[src/bpc_pkg.sv]
`timescale 1ns / 1ps
`default_nettype none
package bpc_pkg;

   localparam int CSR_ADDR_W = 5;

   localparam logic [2:0] REG_T1    = 3'd0;
   localparam logic [2:0] REG_T2    = 3'd1;
   localparam logic [2:0] REG_T3    = 3'd2;
   localparam logic [2:0] REG_P1    = 3'd3;
   localparam logic [2:0] REG_P2_P3 = 3'd4;
   localparam logic [2:0] REG_P4_P5 = 3'd5;
   localparam logic [2:0] REG_P6_P7 = 3'd6;
   localparam logic [2:0] REG_P8_P9 = 3'd7;

   typedef struct packed {
      logic [19:0] adc_p;
      logic [19:0] adc_t;
      logic        fresh;
   } bpc_item_type;

   typedef struct packed {
      logic [23:0]        pressure_pa;
      logic signed [31:0] temperature_centi;
      logic               fresh;
   } bpc_result_type;

   typedef struct packed {
      logic [15:0] t1;
      logic [15:0] t2;
      logic [15:0] t3;
      logic [15:0] p1;
      logic [15:0] p2;
      logic [15:0] p3;
      logic [15:0] p4;
      logic [15:0] p5;
      logic [15:0] p6;
      logic [15:0] p7;
      logic [15:0] p8;
      logic [15:0] p9;
   } bpc_cal_type;

   function automatic logic [63:0] sx16(input logic [15:0] v);
      return {{48{v[15]}}, v};
   endfunction

   function automatic logic [63:0] sx32(input logic [31:0] v);
      return {{32{v[31]}}, v};
   endfunction

   function automatic logic [63:0] asr64(input logic [63:0] x, input int unsigned n);
      return $unsigned($signed(x) >>> n);
   endfunction

   function automatic logic [31:0] asr32(input logic [31:0] x, input int unsigned n);
      return $unsigned($signed(x) >>> n);
   endfunction

endpackage
`default_nettype wire

[src/bpc_if.sv]
`timescale 1ns / 1ps
`default_nettype none
interface bpc_req_if;
   logic       valid;
   logic       ready;
   logic [7:0] press_msb;
   logic [7:0] press_lsb;
   logic [7:0] press_xlsb;
   logic [7:0] temp_msb;
   logic [7:0] temp_lsb;
   logic [7:0] temp_xlsb;
   logic       read_ok;
   modport source(output valid, press_msb, press_lsb, press_xlsb, temp_msb, temp_lsb,
                  temp_xlsb, read_ok, input ready);
   modport sink(input valid, press_msb, press_lsb, press_xlsb, temp_msb, temp_lsb,
                temp_xlsb, read_ok, output ready);
endinterface

`default_nettype wire

[src/bpc_front.sv]
`timescale 1ns / 1ps
`default_nettype none
module bpc_front (
   input  wire logic          clock,
   input  wire logic          reset,
   bpc_req_if.sink            req_ch,
   output logic               push_valid,
   input  wire logic          push_ready,
   output bpc_pkg::bpc_item_type push_item
);
   import bpc_pkg::*;

   logic [19:0] held_p_ff, held_p_in;
   logic [19:0] held_t_ff, held_t_in;
   logic [19:0] new_p, new_t;

   assign new_p = {req_ch.press_msb, req_ch.press_lsb, req_ch.press_xlsb[7:4]};
   assign new_t = {req_ch.temp_msb, req_ch.temp_lsb, req_ch.temp_xlsb[7:4]};

   assign req_ch.ready = push_ready;
   assign push_valid   = req_ch.valid;

   // A failed read reuses the last good frame.
   always_comb begin
      push_item.adc_p = req_ch.read_ok ? new_p : held_p_ff;
      push_item.adc_t = req_ch.read_ok ? new_t : held_t_ff;
      push_item.fresh = req_ch.read_ok;
      held_p_in = held_p_ff;
      held_t_in = held_t_ff;
      if (req_ch.valid && push_ready && req_ch.read_ok) begin
         held_p_in = new_p;
         held_t_in = new_t;
      end
   end

   always_ff @(posedge clock) begin
      if (reset) begin
         held_p_ff <= '0;
         held_t_ff <= '0;
      end else begin
         held_p_ff <= held_p_in;
         held_t_ff <= held_t_in;
      end
   end
endmodule
`default_nettype wire

[src/flat_wrapper.sv]
// flat-port wrapper written by rule: the top's interface ports become plain ports
module bpc_front_flat import bpc_pkg::*;
  (clock, reset, push_valid, push_ready, push_item, req_ch_valid, req_ch_press_msb, req_ch_press_lsb, req_ch_press_xlsb, req_ch_temp_msb, req_ch_temp_lsb, req_ch_temp_xlsb, req_ch_read_ok, req_ch_ready);
  bpc_req_if req_ch_i ();
  input  wire logic clock;
  input  wire logic reset;
  output logic push_valid;
  input  wire logic push_ready;
  output bpc_pkg::bpc_item_type push_item;
  input wire logic [$bits(req_ch_i.valid)-1:0] req_ch_valid;
  input wire logic [$bits(req_ch_i.press_msb)-1:0] req_ch_press_msb;
  input wire logic [$bits(req_ch_i.press_lsb)-1:0] req_ch_press_lsb;
  input wire logic [$bits(req_ch_i.press_xlsb)-1:0] req_ch_press_xlsb;
  input wire logic [$bits(req_ch_i.temp_msb)-1:0] req_ch_temp_msb;
  input wire logic [$bits(req_ch_i.temp_lsb)-1:0] req_ch_temp_lsb;
  input wire logic [$bits(req_ch_i.temp_xlsb)-1:0] req_ch_temp_xlsb;
  input wire logic [$bits(req_ch_i.read_ok)-1:0] req_ch_read_ok;
  output wire logic [$bits(req_ch_i.ready)-1:0] req_ch_ready;
  assign req_ch_i.valid = req_ch_valid;
  assign req_ch_i.press_msb = req_ch_press_msb;
  assign req_ch_i.press_lsb = req_ch_press_lsb;
  assign req_ch_i.press_xlsb = req_ch_press_xlsb;
  assign req_ch_i.temp_msb = req_ch_temp_msb;
  assign req_ch_i.temp_lsb = req_ch_temp_lsb;
  assign req_ch_i.temp_xlsb = req_ch_temp_xlsb;
  assign req_ch_i.read_ok = req_ch_read_ok;
  assign req_ch_ready = req_ch_i.ready;
  bpc_front u_core (.clock(clock), .reset(reset), .req_ch(req_ch_i), .push_valid(push_valid), .push_ready(push_ready), .push_item(push_item));
endmodule
[config.mk]
export PLATFORM = sky130hd
export DESIGN_NAME = bpc_front_flat
export DESIGN_NICKNAME = d
export VERILOG_FILES = /design/src/bpc_pkg.sv /design/src/bpc_if.sv /design/src/bpc_front.sv /design/src/flat_wrapper.sv
export SDC_FILE = /design/constraint.sdc
export NUM_CORES = 1
export LEC_CHECK = 0
export ABC_CLOCK_PERIOD_IN_PS = 900
export BUFFER_PORTS_ARGS = -buffer_cell sky130_fd_sc_hd__buf_2
export CAP_MARGIN = 15
export CORE_MARGIN = 2
export CORE_UTILIZATION = 48
export CTS_CLUSTER_DIAMETER = 200
export DETAILED_ROUTE_END_ITERATION = 12
export HOLD_SLACK_MARGIN = 0.02
export PLACE_DENSITY = 0.8
export REMOVE_ABC_BUFFERS = 1
export SYNTH_ARGS = -nofsm -noshare
export SYNTH_HDL_FRONTEND = slang
export SYNTH_SLANG_ARGS = --single-unit
[constraint.sdc]
create_clock -name clock -period 0.9 [get_ports clock]
set_input_delay 0.09 -clock clock [delete_from_list [all_inputs] [get_ports clock]]
set_output_delay 0.09 -clock clock [all_outputs]
set_load 0.01 [all_outputs]
==> results.sh <==
export IMPL_status="finished with violations"
export IMPL_violations="setup timing"
export IMPL_fillCellCount=361
export IMPL_grt_pass1_wl_um=7050
export IMPL_critPathSlowestCell="dfxtp_2"
export IMPL_die_height_um=72.9
export IMPL_fin_util_pct=70.2
export IMPL_path_clk_slew_ps=80
export IMPL_layout_drive_gt1_share_pct=59.8
export IMPL_grt_pass1_vias=1624
export IMPL_gp_congestion=0.738
export IMPL_cts_hold_buf=0
export IMPL_ios=96
export IMPL_via_count=1805
export IMPL_path_cells="mux2_4, buf_6"
export IMPL_syn2layout_area_growth_pct=43.5
export IMPL_hp_class="primary input to flip-flop"
export IMPL_viasPerCell=5.01
export IMPL_hold_violations=0
export IMPL_tightest_slew_ps=131
export IMPL_power_density_mw_per_mm2=1260
export IMPL_clock_power_share_pct=29.6
export IMPL_async_flop_share_pct=0
export IMPL_clkSinkCount=40
export IMPL_total_power_w=0.00411
export IMPL_drtIter0Drc=70
export IMPL_netlist_area_sq_mm=0.00228
export IMPL_start_util_pct=48.9
export IMPL_yosysMostFrequentCell="nand2b_1"
export IMPL_yosys_area_share_adder_pct=0
export IMPL_dieArea_sq_mm=0.00532
export IMPL_irDropWorstVdd_uv=940
export IMPL_avgSynthCellArea_sq_um=10.3
export IMPL_synth_edf_count=0
export IMPL_cts_buffer_depth=2
export IMPL_p_sw_w=0.00102
export IMPL_ys_seq_area_share_pct=35.1
export IMPL_crit_path_max_fanout=2
export IMPL_synth_seq_cells=40
export IMPL_seq_power_share_pct=45.6
export IMPL_grt_usage_pct=17.0
export IMPL_htree_levels=2
export IMPL_synth_compound_area_share_pct=0
export IMPL_cts_tree="done"
export IMPL_synth_mux_area_share_pct=37.3
export IMPL_dp_cells=349
export IMPL_io_buffers=87
export IMPL_synth_top_area_share_pct=35.1
export IMPL_dpl_hpwl_um=3060
export IMPL_grt_max_degree=45
export IMPL_setup_violations_final=40
export IMPL_rsz0062_at_grt="true"
export IMPL_synth_top_family_by_area="multiplexers"
export IMPL_ys_top_cells_by_count="nand2b_1, dfxtp_1, mux2_2, mux2i_1, clkbuf_1"
export IMPL_slew_headroom_pct=91.0
export IMPL_finClkSkew_ps=0
export IMPL_first_pass_iters=4
export IMPL_worst_slack_ps=-206
export IMPL_routedWlPerCell_um=13.9
export IMPL_root_buffer="clkbuf_8"
export IMPL_cp_arrival_ps=1020
export IMPL_switching_share_pct=24.9
export IMPL_yosysWarnings=0
export IMPL_max_freq_ghz=0.904
export IMPL_cp_start_kind="flip-flop"
export IMPL_finalNonFillerCells=360
export IMPL_synthXorXnorAreaFrac_pct=0
export IMPL_die_x_um=72.9
export IMPL_synth_area_leader_cell="dfxtp_1"
export IMPL_synthSimpleGateAreaFrac_pct=22.2
export IMPL_power_leakage_nw=1.42
export IMPL_cap_viol_max_count=0
export IMPL_min_period_ps=1110
export IMPL_synthTopCellsByArea="dfxtp_1, nand2b_1, mux2_2"
export IMPL_rows=25
export IMPL_path_buf_inv=1
export IMPL_antenna_found_initial=0
export IMPL_path_delay_family="flip-flops"
export IMPL_synthFlopType="dfxtp_1"
export IMPL_synth_cells=221
export IMPL_core_sq_mm=0.00466
export IMPL_post_dp_cell_area_sq_mm=0.00279
export IMPL_ys_types=9
export IMPL_fin_area_sq_mm=0.00327
export IMPL_slowest_delay_ps=330
export IMPL_power_internal_w=0.00309
export IMPL_grt_overflow=0
export IMPL_critPathRequiredTime_ps=810
export IMPL_combPwrFrac_pct=24.7
export IMPL_drc=0
export IMPL_layout_nets=358
export IMPL_pre_cts_ws_ps=-137
export IMPL_worst_setup_path_end_kind="output port"
export IMPL_routed_wl_um=4990
export IMPL_cts_buffers=5
export IMPL_critPathKind="flip-flop to output port"
export IMPL_post_route_period_util_pct=123
export IMPL_antenna_cells=0
export IMPL_slew_violations=0
export IMPL_worstSkewPairLatency_ps=290
export IMPL_antenna_left=0
[state kept, by name, indices dropped and copies added (netlist names)]
| name | cells |
|---|---|
| u_core.held_p_ff | 20 |
| u_core.held_t_ff | 20 |
[layout make-up]
class | instances | area, sq um | area share, %
clock buffers | 8 | 90.1 | 2.75
multi-input cells | 161 | 1430 | 43.7
flip-flops and latches | 40 | 850 | 26.0
well taps | 54 | 67.6 | 2.06
repair buffers | 97 | 836 | 25.5
[worst reg2reg max path: cells and delay by family (launching register included)]
family / cells / cell delay (ps)
DFF: 1 / 320
buffers and inverters: 1 / 120
and+or+nand+nor: 1 / 60
muxes: 1 / 60
[metal layers]
layer	global-route usage [%]	share of wire, %	wire length (um)	up-vias
met2	29.8	50	2520	54
li1	-	-	-	905
met3	4.56	5.6	280	5
met1	19.8	43	2140	841
met4	6.17	1.1	53	0
met5	0	0	0	-
[cells in the final DEF (no fill, tap or decap), types with 2 or more instances in the layout]
| cell | instances |
|---|---|
| nand2b_1 | 80 |
| dfxtp_2 | 39 |
| clkbuf_1 | 2 |
| buf_4 | 4 |
| mux2_4 | 19 |
| buf_6 | 40 |
| mux2i_1 | 40 |
| clkbuf_8 | 6 |
| mux2_2 | 21 |
| buf_2 | 47 |
| buf_12 | 6 |
[repair_timing]
item | 4_1_cts | 5_1_grt
setup buffers | 3 | 0
setup endpoints to repair | 40 | 40
cloned | 0 | 0
resized for setup | 33 | 65
[power by group through the flow]
stage	registers, W	clock network, W	logic, W
floorplan	0.00189	0	0.000412
global placement	0.00190	0	0.000771
detailed placement	0.00190	0	0.000786
CTS	0.00187	0.00125	0.000877
global route	0.00188	0.00133	0.00109
finish	0.00188	0.00122	0.00102
[per-stage QoR]
step                      TNS (ps)  hold WS, ps
after floorplan             -37950          180
after global placement       -7270          359
after detailed placement     -8050          368
after CTS                    -7510         56.8
after global routing         -8710         50.2
final                        -7430         61.4
[final timing paths]
check                           slack [ps]                start                  end  cells past startpoint
worst max-delay path                  -210  u_core.held_p_ff[1]        push_item[22]                      2
worst min-delay path                    60   req_ch_temp_lsb[0]  u_core.held_t_ff[4]                      3
worst max register to register         220  u_core.held_p_ff[3]  u_core.held_p_ff[3]                      3
worst min register to register         470  u_core.held_t_ff[4]  u_core.held_t_ff[4]                      2
[cells by family (layout without fill, tap and decap cells)]
| logic type | count (synthesis) | after routing |
|---|---|---|
| buf+inv | 20 | 105 |
| flops | 40 | 40 |
| mux | 80 | 80 |
| simple gates | 81 | 81 |
Power figures use the tool's default switching activity.
