<file path="config.mk">
export PLATFORM = sky130hd
export DESIGN_NAME = bpc_queue
export DESIGN_NICKNAME = d
export VERILOG_FILES = /design/src/bpc_pkg.sv /design/src/bpc_queue.sv
export SDC_FILE = /design/constraint.sdc
export NUM_CORES = 1
export LEC_CHECK = 0
export BUFFER_PORTS_ARGS = -buffer_cell sky130_fd_sc_hd__clkbuf_2
export CAP_MARGIN = 5
export CELL_PAD_IN_SITES_DETAIL_PLACEMENT = 0
export CELL_PAD_IN_SITES_GLOBAL_PLACEMENT = 1
export CORE_MARGIN = 3
export CORE_UTILIZATION = 40
export CTS_CLUSTER_DIAMETER = 150
export CTS_CLUSTER_SIZE = 24
export DETAILED_ROUTE_END_ITERATION = 12
export PLACE_DENSITY = 0.81
export SYNTH_ARGS = -nofsm -noshare
export SYNTH_HDL_FRONTEND = slang
export SYNTH_SLANG_ARGS = --single-unit
</file>
<file path="constraint.sdc">
create_clock -name clock -period 2.6 [get_ports clock]
set_input_delay 0 -clock clock [delete_from_list [all_inputs] [get_ports clock]]
set_output_delay 0 -clock clock [all_outputs]
set_load 0.02 [all_outputs]
</file>
<file path="src/bpc_pkg.sv">
`timescale 1ns / 1ps
`default_nettype none
package bpc_pkg;

   localparam int CSR_ADDR_W = 5;

   localparam logic [2:0] REG_T1    = 3'd0;
   localparam logic [2:0] REG_T2    = 3'd1;
   localparam logic [2:0] REG_T3    = 3'd2;
   localparam logic [2:0] REG_P1    = 3'd3;
   localparam logic [2:0] REG_P2_P3 = 3'd4;
   localparam logic [2:0] REG_P4_P5 = 3'd5;
   localparam logic [2:0] REG_P6_P7 = 3'd6;
   localparam logic [2:0] REG_P8_P9 = 3'd7;

   typedef struct packed {
      logic [19:0] adc_p;
      logic [19:0] adc_t;
      logic        fresh;
   } bpc_item_type;

   typedef struct packed {
      logic [23:0]        pressure_pa;
      logic signed [31:0] temperature_centi;
      logic               fresh;
   } bpc_result_type;

   typedef struct packed {
      logic [15:0] t1;
      logic [15:0] t2;
      logic [15:0] t3;
      logic [15:0] p1;
      logic [15:0] p2;
      logic [15:0] p3;
      logic [15:0] p4;
      logic [15:0] p5;
      logic [15:0] p6;
      logic [15:0] p7;
      logic [15:0] p8;
      logic [15:0] p9;
   } bpc_cal_type;

   function automatic logic [63:0] sx16(input logic [15:0] v);
      return {{48{v[15]}}, v};
   endfunction

   function automatic logic [63:0] sx32(input logic [31:0] v);
      return {{32{v[31]}}, v};
   endfunction

   function automatic logic [63:0] asr64(input logic [63:0] x, input int unsigned n);
      return $unsigned($signed(x) >>> n);
   endfunction

   function automatic logic [31:0] asr32(input logic [31:0] x, input int unsigned n);
      return $unsigned($signed(x) >>> n);
   endfunction

endpackage
`default_nettype wire

</file>
<file path="src/bpc_queue.sv">
`timescale 1ns / 1ps
`default_nettype none
module bpc_queue (
   input  wire logic             clock,
   input  wire logic             reset,
   input  wire logic             push_valid,
   output logic                  push_ready,
   input  bpc_pkg::bpc_item_type push_item,
   output logic                  pop_valid,
   input  wire logic             pop_ready,
   output bpc_pkg::bpc_item_type pop_item
);
   import bpc_pkg::*;

   bpc_item_type mem_ff [2];
   logic         wr_ptr_ff, wr_ptr_in;
   logic         rd_ptr_ff, rd_ptr_in;
   logic [1:0]   count_ff, count_in;
   logic         do_push, do_pop;

   assign push_ready = (count_ff != 2'd2);
   assign pop_valid  = (count_ff != 2'd0);
   assign pop_item   = mem_ff[rd_ptr_ff];
   assign do_push    = push_valid && push_ready;
   assign do_pop     = pop_valid && pop_ready;

   always_comb begin
      wr_ptr_in = do_push ? ~wr_ptr_ff : wr_ptr_ff;
      rd_ptr_in = do_pop ? ~rd_ptr_ff : rd_ptr_ff;
      count_in  = count_ff + {1'b0, do_push} - {1'b0, do_pop};
   end

   always_ff @(posedge clock) begin
      if (do_push) begin
         mem_ff[wr_ptr_ff] <= push_item;
      end
   end

   always_ff @(posedge clock) begin
      if (reset) begin
         wr_ptr_ff <= 1'b0;
         rd_ptr_ff <= 1'b0;
         count_ff  <= 2'd0;
      end else begin
         wr_ptr_ff <= wr_ptr_in;
         rd_ptr_ff <= rd_ptr_in;
         count_ff  <= count_in;
      end
   end
endmodule
`default_nettype wire

</file>
==> results of run 1 <==
timing repair:
item / 4_1_cts / 5_1_grt
hold buffers: 42 / 0
hold endpoints to repair: 86 / 0
setup buffers: 0 / 0
cells in the mapped netlist:
library cell  instances
edfxtp_1             82
mux2_4               41
buf_6                 5
dfxtp_1               5
nor2_1                5
ha_1                  2
nor2b_1               2
xnor2_1               2
and3_1                1
inv_1                 1
mux2_1                1
nand2_2               1
nand2b_2              1
o21a_2                1
or2_1                 1
xor2_1                1
area by class of cell:
cell class / instances / area, um2
clock buffers: 10 / 128
inverters: 1 / 3.75
fillers: 607 / 3430
well taps: 102 / 128
multi-input cells: 59 / 754
flip-flops and latches: 87 / 2560
repair buffers: 132 / 891
clock inverters: 6 / 68.8
worst max-delay path: stages, from the launching register on:
cell and delay, ns:
dfxtp_2 0.32, buf_4 0.60, mux2_1 0.39, clkbuf_2 0.16
kinds of logic after synthesis:
kind of cell    share of synthesized area
compound gates                    0.00260
simple gates                       0.0175
buf+inv                            0.0178
flops                               0.761
fa+ha+maj                         0.00743
xor+xnor                          0.00780
mux                                 0.186
power breakdown:
| part | switching [mW] | internal, mW | total, mW |
|---|---|---|---|
| clock network | 0.448 | 0.447 | 0.894 |
| registers | 0.0565 | 1.76 | 1.82 |
| logic | 0.683 | 0.592 | 1.28 |
per-layer routing:
metal	GRT usage	wire length (um)
met5	0	0
met4	0.0575	107
met3	0.0486	397
met2	0.201	2730
met1	0.138	2180
worst paths after layout:
check | from | endpoint | cells after the start
worst max-delay path | flip-flop | pop_item[40] | 3
worst min-delay path | push_valid | wr_ptr_ff$_SDFFE_PP0N_ | 3
worst max register to register | count_ff[0]$_SDFF_PP0_ | mem_ff[1][18]$_DFFE_PP_ | 3
worst min register to register | rd_ptr_ff$_SDFFE_PP0P_ | flip-flop | 2
flip-flops by register name, summed over array words and instances (netlist names), named ones only:
name	cells
count_ff	2
wr_ptr_ff	1
rd_ptr_ff	1
mem_ff	82
==> impl_metrics.toml, run 1 <==
[sta]
period_minus_slack_ns = 1.81
setup_tns_ns = 0
setup_viol = 0
hold_violations = 0
worstMarginPinSlew_ns = 0.749
layout_setup_ws_ns = 0.786
post-route-period-util = 0.698
fmax_mhz = 551
clock_skew_ns = 0.00940
relSlewSlack = 0.501
finalMaxSlewViolations = 0
rsz0062_at_grt = "false"
holdWs_ns = 0.0524

[clock_network]
cts_sinks = 87
htreeDepth = 3
cts_tree = "yes"
ctsResizeCount = 0
root_buffer = "clkbuf_8"
insertion_delay_ns = 0.35
path_clk_slew_ns = 0.08
cts_buffer_depth = 2
cts_inserted_buffers = 9

[route]
vias = 1779
viasPerCell = 4.48
wirelength_mm = 5.41
route.detailed.drc = 0
routedWlPerCell_um = 13.6
first_pass_iters = 4
first_iter_violations = 50
antenna_left = 0

[setup_path]
cp-end-kind = "primary output"
critPathMaxFanout = 41
cp.arrival_ns = 1.81
worst_ep_required_time_ns = 2.60
crit_type = "flip-flop to primary output"
start_kind = "flip-flop"
reg2reg_slack_ns = 0.97

[global_routing]
grt_use_total = 0.122
grt_overflow = 0
grt_pass1_vias = 1824
grt_max_degree = 42
antenna_found_initial = 0
grt_pass1_wl_mm = 8.91

[synth]
ys_seq_elements = 87
postSynthAreaPerCell_um2 = 22.2
syn-cell-area_um2 = 3370
yosysTopAreaCell = "edfxtp_1"
synth_top_area_share = 0.731
yosysSeqAreaShare = 0.761
syn_inst = 152
yosys-top-cells-area = "edfxtp_1 (73%), mux2_4 (18%), dfxtp_1 (3.0%)"
synth_nets = 199
synth.distinct_cells = 16
yosysWarnings = 0

[pwr]
powerDensity_nw_per_um2 = 879
total_power_mw = 3.99
total_leakage_power_nw = 1.81
irDropWorstVdd_mv = 0.441

[die]
num_rows = 32
die_h_um = 97.8
ios = 88
start_util = 0.423
core-area_um2 = 7970
die_area_um2 = 9560
dieWidth_um = 97.8

[placement]
place_area_um2 = 3920
portBuffers = 87
gp_congestion = 0.671
hpwl_mm = 3.54
place_inst = 339
place_ws_ns = 0.972

[finish]
layout.cells.non_filler = 397
design_area_um2 = 4540
mostFrequentLayoutCell = "clkbuf_2"
areaGrowthSynthToFinish_pct = 34.7
layout-drive-gt1-share = 0.515
final_cell_mix = "clkbuf_2 (87), edfxtp_1 (82), dlygate4sd3_1 (42), mux2_4 (41), clkbuf_8 (9)"
insertedDiodeCount = 0
nets = 337
final_util = 0.569

[outcome]
status = "finished clean"

[job]
cap_viol_max_count = 0

[hold_path]
min-delay-path-class = "input port to flip-flop"
Power figures use the tool's default switching activity.
==> inputs of run 2 (changes only) <==
- CORE_UTILIZATION: 40 -> 44
- PLACE_DENSITY: 0.81 -> 0.85
- clock period: 2.6 -> 1.8 ns (I/O delays scaled with it)
==> impl_metrics.toml, run 2 (same netlist as run 1, synthesis figures left out) <==
[outcome]
status = "finished clean"

[sta]
setup_viol = 0
hold_violations = 0
clock_skew_ns = 0.00837
finalMaxSlewViolations = 0
relSlewSlack = 0.723
rsz0062_at_grt = "false"
worstMarginPinSlew_ns = 0.415
fmax_mhz = 640
setup_tns_ns = 0
period_minus_slack_ns = 1.56
post-route-period-util = 0.868
holdWs_ns = 0.0469

[pwr]
irDropWorstVdd_mv = 0.625
total_leakage_power_nw = 1.85
powerDensity_nw_per_um2 = 1320
total_power_mw = 6.05

[setup_path]
r2r_start = "count_ff[0]$_SDFF_PP0_"
r2r-end = "count_ff[1]$_SDFF_PP0_"
reg2reg_slack_ns = 0.25
cp.arrival_ns = 1.56
cp-end-kind = "primary output"
cp-endpoint = "pop_item[40]"
reg2reg_depth = 8
critPathMaxFanout = 22
crit_type = "flip-flop to primary output"
worst_ep_required_time_ns = 1.80
cpMaxStageDelayCell = "buf_4"
cp_cell_sequence = "buf_4 > mux2_1 > clkbuf_2"
crit_family = "buffers and inverters"
critical_path.n_buffers_inverters = 2
path_depth = 3
start_kind = "flip-flop"
slowest_delay_ns = 0.37

[finish]
areaGrowthSynthToFinish_pct = 36.3
top_register = "mem_ff"
layout.cells.non_filler = 395
reg.largest.list = "mem_ff (82), count_ff (2)"
nets = 338
final_cell_mix = "clkbuf_2 (87), edfxtp_1 (82), dlygate4sd3_1 (42), mux2_4 (41), clkbuf_8 (9)"
insertedDiodeCount = 0
layout-drive-gt1-share = 0.514
largest_reg_flops = 82
final_util = 0.626
mostFrequentLayoutCell = "clkbuf_2"

[clock_network]
insertion_delay_ns = 0.34
root_buffer = "clkbuf_8"
ctsResizeCount = 0
cts_buffer_depth = 2
postCtsSetupRepairBufs = 0
htreeDepth = 3
cts_sinks = 87
cts_inserted_buffers = 9
path_clk_slew_ns = 0.08
cts_tree = "yes"

[global_routing]
grt_pass1_vias = 1847
grt_overflow = 0
antenna_found_initial = 0
grt_pass1_wl_mm = 9.18
grt_use_total = 0.139
grt_max_degree = 42

[route]
routedWlPerCell_um = 14.7
viasPerCell = 4.56
wirelength_mm = 5.81
antenna_left = 0
first_pass_iters = 4
route.detailed.drc = 0
vias = 1803
first_iter_violations = 59

[hold_path]
hp-start = "push_valid"
min-delay-path-class = "input port to flip-flop"

[die]
start_util = 0.459
ios = 88
core-area_um2 = 7330
num_rows = 31
dieWidth_um = 93.5
die_area_um2 = 8740
die_h_um = 93.5

[placement]
portBuffers = 87
gp_congestion = 0.647
place_inst = 337
hpwl_mm = 3.61

[job]
cap_viol_max_count = 0
## run 2: cell count changes in the layout (fill, tap and decap cells not counted), sizes merged
cell and change:
clkinvlp -4, buf +1, bufinv +2, clkinv +2
## run 2: tightest hold or removal path: stages
cell and delay, ns:
clkbuf_2 0.09, nand2_2 0.11, mux2_4 0.16
## run 2: area by class of cell
class | instances | area, um2
Clock buffer | 10 | 128
Clock inverter | 6 | 108
Fill cell | 535 | 2740
Inverter | 1 | 3.75
Multi-Input combinational cell | 59 | 754
Sequential cell | 87 | 2560
Tap cell | 99 | 124
Timing Repair Buffer | 133 | 911
## run 2: metal layers
layer	share of wire	track usage
met1	0.39	0.171
met2	0.53	0.236
met3	0.048	0.0217
met4	0.025	0.0757
met5	0	0
## run 2: worst min path at each step
stage / endpoint / slack, ns / cells past startpoint
finish: wr_ptr_ff$_SDFFE_PP0N_ / 0.05 / 3
global route: wr_ptr_ff$_SDFFE_PP0N_ / 0.05 / 3
CTS: wr_ptr_ff$_SDFFE_PP0N_ / 0.03 / 3
detailed placement: mem_ff[1][18]$_DFFE_PP_ / 0.19 / 1
global placement: mem_ff[1][25]$_DFFE_PP_ / 0.19 / 1
floorplan: count_ff[0]$_SDFF_PP0_ / 0.07 / 1
## run 2: stage by stage
step / worst slack [ns] / cell area [um2]
global placement: 0.281 / 3940
CTS: 0.202 / 4590
finish: 0.238 / 4590
floorplan: 0.126 / 3380
detailed placement: 0.245 / 3940
global route: 0.120 / 4590
## run 2: power breakdown
group	internal, mW	leakage, nW	total (mW)	switching [mW]
Combinational	0.873	0.929	1.87	0.997
Sequential	2.54	0.808	2.63	0.0835
Clock	0.920	0.118	1.55	0.630
## run 2: repair_timing
action	4_1_cts	5_1_grt
endpoints found under the setup margin	0	0
hold endpoints to repair	86	0
hold buffers	42	0
