File: config.mk
export PLATFORM = sky130hd
export DESIGN_NAME = bpc_back
export DESIGN_NICKNAME = d
export VERILOG_FILES = /design/src/bpc_pkg.sv /design/src/bpc_mul64.sv /design/src/bpc_div64.sv /design/src/bpc_back.sv
export SDC_FILE = /design/constraint.sdc
export NUM_CORES = 2
export LEC_CHECK = 0
export BUFFER_PORTS_ARGS = -buffer_cell sky130_fd_sc_hd__buf_4
export CORE_MARGIN = 2
export CORE_UTILIZATION = 50
export DETAILED_ROUTE_END_ITERATION = 8
export PLACE_DENSITY = 0.71
export SLEW_MARGIN = 10
export SYNTH_ARGS = -nofsm -noshare
export SYNTH_HDL_FRONTEND = slang
export SYNTH_SLANG_ARGS = --single-unit
File: constraint.sdc
create_clock -name clock -period 13.4 [get_ports clock]
set_clock_uncertainty 0.1 [all_clocks]
set_input_delay 0.67 -clock clock [delete_from_list [all_inputs] [get_ports clock]]
set_output_delay 0.67 -clock clock [all_outputs]
set_load 0.1 [all_outputs]
File: src/bpc_pkg.sv
`timescale 1ns / 1ps
`default_nettype none
package bpc_pkg;

   localparam int CSR_ADDR_W = 5;

   localparam logic [2:0] REG_T1    = 3'd0;
   localparam logic [2:0] REG_T2    = 3'd1;
   localparam logic [2:0] REG_T3    = 3'd2;
   localparam logic [2:0] REG_P1    = 3'd3;
   localparam logic [2:0] REG_P2_P3 = 3'd4;
   localparam logic [2:0] REG_P4_P5 = 3'd5;
   localparam logic [2:0] REG_P6_P7 = 3'd6;
   localparam logic [2:0] REG_P8_P9 = 3'd7;

   typedef struct packed {
      logic [19:0] adc_p;
      logic [19:0] adc_t;
      logic        fresh;
   } bpc_item_type;

   typedef struct packed {
      logic [23:0]        pressure_pa;
      logic signed [31:0] temperature_centi;
      logic               fresh;
   } bpc_result_type;

   typedef struct packed {
      logic [15:0] t1;
      logic [15:0] t2;
      logic [15:0] t3;
      logic [15:0] p1;
      logic [15:0] p2;
      logic [15:0] p3;
      logic [15:0] p4;
      logic [15:0] p5;
      logic [15:0] p6;
      logic [15:0] p7;
      logic [15:0] p8;
      logic [15:0] p9;
   } bpc_cal_type;

   function automatic logic [63:0] sx16(input logic [15:0] v);
      return {{48{v[15]}}, v};
   endfunction

   function automatic logic [63:0] sx32(input logic [31:0] v);
      return {{32{v[31]}}, v};
   endfunction

   function automatic logic [63:0] asr64(input logic [63:0] x, input int unsigned n);
      return $unsigned($signed(x) >>> n);
   endfunction

   function automatic logic [31:0] asr32(input logic [31:0] x, input int unsigned n);
      return $unsigned($signed(x) >>> n);
   endfunction

endpackage
`default_nettype wire

File: src/bpc_mul64.sv
`timescale 1ns / 1ps
`default_nettype none
module bpc_mul64 (
   input  wire logic        clock,
   input  wire logic        reset,
   input  wire logic        start,
   input  wire logic [63:0] op_a,
   input  wire logic [63:0] op_b,
   output logic             done,
   output logic [63:0]      prod
);
   logic [63:0] a_ff, b_ff, acc_ff, acc_in;
   logic [1:0]  cnt_ff, cnt_in;
   logic        busy_ff, busy_in;
   logic        done_ff, done_in;
   logic [31:0] ma, mb;
   logic [63:0] m;

   // Product modulo 2^64 from three 32x32 partial products on one multiplier.
   assign ma = (cnt_ff == 2'd2) ? a_ff[63:32] : a_ff[31:0];
   assign mb = (cnt_ff == 2'd1) ? b_ff[63:32] : b_ff[31:0];
   assign m  = ma * mb;
   assign done = done_ff;
   assign prod = acc_ff;

   always_comb begin
      acc_in  = acc_ff;
      cnt_in  = cnt_ff;
      busy_in = busy_ff;
      done_in = 1'b0;
      if (start) begin
         busy_in = 1'b1;
         cnt_in  = 2'd0;
      end else if (busy_ff) begin
         cnt_in = cnt_ff + 2'd1;
         if (cnt_ff == 2'd0) begin
            acc_in = m;
         end else begin
            acc_in = {acc_ff[63:32] + m[31:0], acc_ff[31:0]};
         end
         if (cnt_ff == 2'd2) begin
            busy_in = 1'b0;
            done_in = 1'b1;
         end
      end
   end

   always_ff @(posedge clock) begin
      if (start) begin
         a_ff <= op_a;
         b_ff <= op_b;
      end
      acc_ff <= acc_in;
   end

   always_ff @(posedge clock) begin
      if (reset) begin
         cnt_ff  <= 2'd0;
         busy_ff <= 1'b0;
         done_ff <= 1'b0;
      end else begin
         cnt_ff  <= cnt_in;
         busy_ff <= busy_in;
         done_ff <= done_in;
      end
   end
endmodule
`default_nettype wire

File: src/bpc_div64.sv
`timescale 1ns / 1ps
`default_nettype none
module bpc_div64 (
   input  wire logic        clock,
   input  wire logic        reset,
   input  wire logic        start,
   input  wire logic [63:0] num,
   input  wire logic [63:0] den,
   output logic             done,
   output logic [63:0]      quo
);
   logic [63:0] rem_ff, rem_in;
   logic [63:0] q_ff, q_in;
   logic [63:0] ad_ff, ad_in;
   logic        neg_ff, neg_in;
   logic [5:0]  cnt_ff, cnt_in;
   logic        busy_ff, busy_in;
   logic        done_ff, done_in;
   logic [64:0] rem_sh, diff;

   // Restoring division on magnitudes, one quotient bit per cycle.
   assign rem_sh = {rem_ff, q_ff[63]};
   assign diff   = rem_sh - {1'b0, ad_ff};
   assign done   = done_ff;
   assign quo    = neg_ff ? (64'd0 - q_ff) : q_ff;

   always_comb begin
      rem_in  = rem_ff;
      q_in    = q_ff;
      ad_in   = ad_ff;
      neg_in  = neg_ff;
      cnt_in  = cnt_ff;
      busy_in = busy_ff;
      done_in = 1'b0;
      if (start) begin
         rem_in  = '0;
         q_in    = num[63] ? (64'd0 - num) : num;
         ad_in   = den[63] ? (64'd0 - den) : den;
         neg_in  = num[63] ^ den[63];
         cnt_in  = '0;
         busy_in = 1'b1;
      end else if (busy_ff) begin
         if (!diff[64]) begin
            rem_in = diff[63:0];
            q_in   = {q_ff[62:0], 1'b1};
         end else begin
            rem_in = rem_sh[63:0];
            q_in   = {q_ff[62:0], 1'b0};
         end
         cnt_in = cnt_ff + 6'd1;
         if (cnt_ff == 6'd63) begin
            busy_in = 1'b0;
            done_in = 1'b1;
         end
      end
   end

   always_ff @(posedge clock) begin
      rem_ff <= rem_in;
      q_ff   <= q_in;
      ad_ff  <= ad_in;
      neg_ff <= neg_in;
   end

   always_ff @(posedge clock) begin
      if (reset) begin
         cnt_ff  <= '0;
         busy_ff <= 1'b0;
         done_ff <= 1'b0;
      end else begin
         cnt_ff  <= cnt_in;
         busy_ff <= busy_in;
         done_ff <= done_in;
      end
   end
endmodule
`default_nettype wire

File: src/bpc_back.sv
`timescale 1ns / 1ps
`default_nettype none
module bpc_back (
   input  wire logic               clock,
   input  wire logic               reset,
   input  wire logic               item_valid,
   output logic                    item_ready,
   input  bpc_pkg::bpc_item_type   item,
   input  bpc_pkg::bpc_cal_type    cal,
   output logic                    res_valid,
   input  wire logic               res_ready,
   output bpc_pkg::bpc_result_type res
);
   import bpc_pkg::*;

   typedef enum logic [4:0] {
      ST_IDLE  = 5'b00001,
      ST_ISSUE = 5'b00010,
      ST_MWAIT = 5'b00100,
      ST_DWAIT = 5'b01000,
      ST_DONE  = 5'b10000
   } bpc_state_type;

   localparam logic [3:0] STEP_TA  = 4'd0;
   localparam logic [3:0] STEP_DD  = 4'd1;
   localparam logic [3:0] STEP_TF  = 4'd2;
   localparam logic [3:0] STEP_SQ  = 4'd3;
   localparam logic [3:0] STEP_P6  = 4'd4;
   localparam logic [3:0] STEP_P5  = 4'd5;
   localparam logic [3:0] STEP_P3  = 4'd6;
   localparam logic [3:0] STEP_P2  = 4'd7;
   localparam logic [3:0] STEP_P1  = 4'd8;
   localparam logic [3:0] STEP_NUM = 4'd9;
   localparam logic [3:0] STEP_H1  = 4'd10;
   localparam logic [3:0] STEP_H2  = 4'd11;
   localparam logic [3:0] STEP_P8  = 4'd12;

   bpc_state_type  state_ff, state_in;
   logic [3:0]     step_ff, step_in;
   logic [19:0]    adc_p_ff, adc_p_in, adc_t_ff, adc_t_in;
   logic           fresh_ff, fresh_in;
   logic [31:0]    ta_ff, ta_in, e_ff, e_in, tf_ff, tf_in;
   logic [63:0]    sq_ff, sq_in, v2_ff, v2_in, w_ff, w_in;
   logic [63:0]    vd_ff, vd_in, p_ff, p_in, x_ff, x_in;
   logic           pz_ff, pz_in;
   logic           res_valid_ff, res_valid_in;
   bpc_result_type res_ff, res_in;

   logic [63:0] op_a, op_b, prod, quo, v1c, h, num0, psum;
   logic [31:0] lo, t5, pq;
   logic [20:0] pdiff;
   logic        mul_start, mul_done, div_start, div_done;

   bpc_mul64 u_mul (
      .clock(clock), .reset(reset), .start(mul_start), .op_a(op_a), .op_b(op_b),
      .done(mul_done), .prod(prod)
   );

   bpc_div64 u_div (
      .clock(clock), .reset(reset), .start(div_start), .num(prod), .den(vd_ff),
      .done(div_done), .quo(quo)
   );

   assign lo        = prod[31:0];
   assign v1c       = sx32(tf_ff) - 64'd128000;
   assign h         = asr64(p_ff, 13);
   assign pdiff     = 21'd1048576 - {1'b0, adc_p_ff};
   assign num0      = ({43'd0, pdiff} << 31) - v2_ff;
   assign mul_start = (state_ff == ST_ISSUE);
   assign div_start = (state_ff == ST_MWAIT) && mul_done && (step_ff == STEP_NUM);
   assign item_ready = (state_ff == ST_IDLE);
   assign res_valid = res_valid_ff;
   assign res       = res_ff;

   // Final scaling of both results.
   assign t5   = {tf_ff[29:0], 2'b00} + tf_ff + 32'd128;
   assign psum = p_ff + x_ff;
   assign pq   = pz_ff ? 32'd0
                       : (psum[39:8] + {{12{cal.p7[15]}}, cal.p7, 4'b0000});

   always_comb begin
      case (step_ff)
         STEP_TA: begin
            op_a = {32'd0, {15'd0, adc_t_ff[19:3]} - {15'd0, cal.t1, 1'b0}};
            op_b = sx16(cal.t2);
         end
         STEP_DD: begin
            op_a = {32'd0, {16'd0, adc_t_ff[19:4]} - {16'd0, cal.t1}};
            op_b = op_a;
         end
         STEP_TF: begin
            op_a = {32'd0, e_ff};
            op_b = sx16(cal.t3);
         end
         STEP_SQ: begin
            op_a = v1c;
            op_b = v1c;
         end
         STEP_P6: begin
            op_a = sq_ff;
            op_b = sx16(cal.p6);
         end
         STEP_P5: begin
            op_a = v1c;
            op_b = sx16(cal.p5);
         end
         STEP_P3: begin
            op_a = sq_ff;
            op_b = sx16(cal.p3);
         end
         STEP_P2: begin
            op_a = v1c;
            op_b = sx16(cal.p2);
         end
         STEP_P1: begin
            op_a = (64'd1 << 47) + w_ff;
            op_b = {48'd0, cal.p1};
         end
         STEP_NUM: begin
            op_a = num0;
            op_b = 64'd3125;
         end
         STEP_H1: begin
            op_a = sx16(cal.p9);
            op_b = h;
         end
         STEP_H2: begin
            op_a = x_ff;
            op_b = h;
         end
         STEP_P8: begin
            op_a = sx16(cal.p8);
            op_b = p_ff;
         end
         default: begin
            op_a = '0;
            op_b = '0;
         end
      endcase
   end

   always_comb begin
      state_in     = state_ff;
      step_in      = step_ff;
      adc_p_in     = adc_p_ff;
      adc_t_in     = adc_t_ff;
      fresh_in     = fresh_ff;
      ta_in        = ta_ff;
      e_in         = e_ff;
      tf_in        = tf_ff;
      sq_in        = sq_ff;
      v2_in        = v2_ff;
      w_in         = w_ff;
      vd_in        = vd_ff;
      p_in         = p_ff;
      x_in         = x_ff;
      pz_in        = pz_ff;
      res_in       = res_ff;
      res_valid_in = res_valid_ff && !res_ready;
      case (state_ff)
         ST_IDLE: begin
            if (item_valid) begin
               adc_p_in = item.adc_p;
               adc_t_in = item.adc_t;
               fresh_in = item.fresh;
               pz_in    = 1'b0;
               step_in  = STEP_TA;
               state_in = ST_ISSUE;
            end
         end
         ST_ISSUE: begin
            state_in = ST_MWAIT;
         end
         ST_MWAIT: begin
            if (mul_done) begin
               step_in  = step_ff + 4'd1;
               state_in = ST_ISSUE;
               case (step_ff)
                  STEP_TA: ta_in = asr32(lo, 11);
                  STEP_DD: e_in = asr32(lo, 12);
                  STEP_TF: tf_in = ta_ff + asr32(lo, 14);
                  STEP_SQ: sq_in = prod;
                  STEP_P6: v2_in = prod;
                  STEP_P5: v2_in = v2_ff + (prod << 17) + (sx16(cal.p4) << 35);
                  STEP_P3: w_in = asr64(prod, 8);
                  STEP_P2: w_in = w_ff + (prod << 12);
                  STEP_P1: begin
                     vd_in = asr64(prod, 33);
                     // A zero divisor forces the pressure to zero.
                     if (asr64(prod, 33) == 64'd0) begin
                        pz_in    = 1'b1;
                        state_in = ST_DONE;
                     end
                  end
                  STEP_NUM: state_in = ST_DWAIT;
                  STEP_H1: x_in = prod;
                  STEP_H2: x_in = asr64(prod, 25);
                  STEP_P8: begin
                     x_in     = x_ff + asr64(prod, 19);
                     state_in = ST_DONE;
                  end
                  default: state_in = ST_IDLE;
               endcase
            end
         end
         ST_DWAIT: begin
            if (div_done) begin
               p_in     = quo;
               step_in  = STEP_H1;
               state_in = ST_ISSUE;
            end
         end
         ST_DONE: begin
            if (!res_valid_ff || res_ready) begin
               res_in.pressure_pa       = pq[31:8];
               res_in.temperature_centi = $signed(asr32(t5, 8));
               res_in.fresh             = fresh_ff;
               res_valid_in             = 1'b1;
               state_in                 = ST_IDLE;
            end
         end
         default: state_in = ST_IDLE;
      endcase
   end

   always_ff @(posedge clock) begin
      adc_p_ff <= adc_p_in;
      adc_t_ff <= adc_t_in;
      fresh_ff <= fresh_in;
      ta_ff    <= ta_in;
      e_ff     <= e_in;
      tf_ff    <= tf_in;
      sq_ff    <= sq_in;
      v2_ff    <= v2_in;
      w_ff     <= w_in;
      vd_ff    <= vd_in;
      p_ff     <= p_in;
      x_ff     <= x_in;
      pz_ff    <= pz_in;
      res_ff   <= res_in;
   end

   always_ff @(posedge clock) begin
      if (reset) begin
         state_ff     <= ST_IDLE;
         step_ff      <= STEP_TA;
         res_valid_ff <= 1'b0;
      end else begin
         state_ff     <= state_in;
         step_ff      <= step_in;
         res_valid_ff <= res_valid_in;
      end
   end
endmodule
`default_nettype wire

==> metrics.yaml <==
status:
  status: "completed"
flow_run:
  cap_viol_max_count: 0
synthesis:
  avgSynthCellArea_um2: 9.43
  yosysTopAreaCell: "edfxtp_1"
  synth_cells: 9842
  async_flop_share_pct: 0
  synth_area_leaders: "edfxtp_1 (26%), fa_1 (20%), ha_1 (9.4%)"
  yosysWarnings: 0
  syn_nets: 11700
  synth-edff-count: 791
  synth_flop_cell: "edfxtp_1"
  synth_area_mm2: 0.0928
  yosysTopAreaCellShare_pct: 25.6
  ys_ff_latch: 877
  synthDistinctLibCells: 90
  yosysSeqAreaShare_pct: 27.5
timing:
  min_period_ps: 11310
  slew_violations: 0
  timing.fmax_ghz: 0.0884
  period_share_pct: 84.4
  hold_viol_final: 0
  relSlewSlack_pct: 1.56
  holdWs_ps: 129
  rsz0062_at_grt: "no"
  finalSetupViolations: 0
  tns_ps: 0
  worst_pin_slew_ps: 1470
  timing.final.ws_setup_ps: 2090
global_route:
  globalRouteOverflowTotal: 0
  grt_use_met1_pct: 48.0
  top_usage_layer: "met2"
  use_met3_pct: 8.69
  first_global_vias: 77900
  grt_max_degree: 125
  antenna_found_initial: 32
  met2_usage_pct: 56.8
  track_usage_pct: 37.5
  grt_pass1_wl_um: 523000
die:
  die-area_mm2: 0.189
  num_io_pins: 296
  coreArea_mm2: 0.185
  start_util_pct: 50.2
  die_h_um: 435
  die-width_um: 435
  rows: 158
detailed_routing:
  drc: 0
  drtAntennaViolNets: 0
  routed_wirelength_um: 360000
  wire_per_inst_um: 28.6
  dr.first_iter.drc_count: 9779
  vias: 78800
  via_per_inst: 6.26
  dr.pass1.iters: 9
place:
  gp_congestion: 1.06
  dpl.hpwl_um: 275000
  post-place-ws_ps: 2490
  numPortBuffers: 292
  place_area_mm2: 0.0981
cts:
  path_clk_slew_ps: 70
  numCtsBuffers: 103
  cts_htree_levels: 3
  insertion_delay_ps: 800
  clock-sinks: 877
  tritoncts: "built"
  root_buffer: "clkbuf_16"
  cts_buffer_depth: 3
worst_setup_path:
  cp-end-kind: "flop"
  crit_required_ps: 13860
  cpMostUsedCell: "fa_1"
  critPathLaunchType: "flop"
  crit_arrival_ps: 11760
  criticalPathCategory: "reg -> reg"
  max_stage_delay_ps: 1010
  crit_slowest_cell: "mux2i_4"
  worstPathMaxFanout: 36
final_layout:
  nets: 11900
  design_area_mm2: 0.102
  syn_to_final_growth_pct: 10.3
  drive_gt1_share_pct: 8.43
worst_hold_path:
  hold_path_class: "in -> reg"
[per-layer routing]
metal  up-vias  wire length (um)
met2      4530            157000
met5         -               106
li1      34300                 -
met4        14             28600
met1     39000            135000
met3       994             39400
[sequential cells by signal, summed over array words and instances (netlist names), 2 cells and up]
signal / flops
u_mul.a_ff: 64
u_div.q_ff: 64
u_div.ad_ff: 32
sq_ff: 64
p_ff: 64
tf_ff: 22
x_ff: 64
u_mul.cnt_ff: 2
res: 49
v2_ff: 64
u_div.rem_ff: 64
w_ff: 64
step_ff: 4
e_ff: 20
adc_p_ff: 20
vd_ff: 31
u_mul.b_ff: 64
ta_ff: 21
state_ff: 5
adc_t_ff: 17
u_div.cnt_ff: 6
u_mul.prod: 64
[cell type report]
type,instances,area (um2)
Clock buffer,117,2630
Fill cell,16400,82500
Tap cell,2480,3100
Timing Repair Buffer,525,4040
Antenna cell,17,42.5
Inverter,1097,4120
Clock inverter,76,1120
Multi-Input combinational cell,7401,61800
Sequential cell,877,25500
[per-stage QoR]
step / utilization [%] / cells
after CTS: 55.3 / 12600
after detailed placement: 53.1 / 12300
final: 55.4 / 12600
after global routing: 55.3 / 12600
after floorplan: - / 9842
after global placement: 53.1 / 12300
[worst max-delay path, delay by kind of cell (launching register included)]
kind	cells	cell delay, ps
XOR/XNOR	1	650
buffers and inverters	5	350
AND/OR/NAND/NOR	7	1080
AO/OA/AOI/OAI	14	2610
multiplexers	1	1010
flip-flops	1	360
adder cells (fa/ha/maj)	11	4870
[cell usage after synthesis (12+ instances only)]
cell type	n
mux2i_1	127
nand4_1	87
xnor2_1	353
o21a_1	48
and3_1	62
inv_1	1095
a21oi_1	496
a22o_1	13
nand2b_1	72
or2_2	29
a221o_1	39
nand2_1	1158
and2_1	70
a221oi_1	44
dfxtp_1	86
o41ai_1	22
ha_1	695
o31ai_1	69
a21o_1	273
xor2_1	284
nor2_1	821
o21bai_1	64
mux2_2	61
mux2_1	12
a211o_1	16
a22oi_1	84
clkbuf_1	412
nor2b_1	64
a31o_2	15
o21ai_0	542
a21boi_0	18
nor4_1	31
or3_1	57
o2111ai_1	18
buf_1	42
o211ai_1	68
nor3_1	129
fa_1	931
or4_1	30
a211oi_1	85
a31oi_1	59
nand3_1	127
edfxtp_1	791
a222oi_1	76
[cells in the final DEF (no fill, tap or decap), types with 48 or more instances in the layout]
cell type  instances
o21bai_1          63
nand4_1           87
a21o_1           273
mux2_2            62
inv_1           1094
or3_1             57
and3_1            61
o21a_1            48
mux2i_1           95
o31ai_1           69
nand2b_1          71
ha_1             692
a211oi_1          85
a31oi_1           59
xor2_1           284
xnor2_1          353
clkbuf_16        103
o21ai_0          541
nor3_1           126
a21oi_1          493
nor2_1           816
edfxtp_1         791
dfxtp_1           85
and2_1            63
a22oi_1           84
nor2b_1           63
nand3_1          126
o211ai_1          68
buf_4            487
nand2_1         1153
a222oi_1          76
fa_1             931
[logic make-up after synthesis]
family / count (synthesis) / share of synthesized area [%]
AO/OA/AOI/OAI: 2135 / 15.0
adder cells (fa/ha/maj): 1626 / 29.5
AND/OR/NAND/NOR: 2802 / 13.4
multiplexers: 200 / 2.26
XOR/XNOR: 637 / 6.01
flip-flops: 877 / 27.5
buffers and inverters: 1564 / 6.37
other: 1 / 0.00404
[path summary, 6_finish.rpt]
path / depth (start not counted) / slack (ps) / endpoint / startpoint
setup / recovery: 39 / 2090 / u_mul.prod[63] / u_mul.cnt_ff[0]
hold / removal: 3 / 130 / res_valid / res_ready
hold reg to reg: 0 / 310 / res[0] / fresh_ff
setup reg to reg: 39 / 2090 / u_mul.prod[63] / u_mul.cnt_ff[0]
[timing repair]
action / CTS / global route
endpoints found under the hold margin: 38 / 0
resized for setup: 0 / 0
setup buffers: 0 / 0
hold buffers: 38 / 0
Power is not shown: default switching activity piles up to over one toggle a cycle in this logic, so the estimate is an artifact.
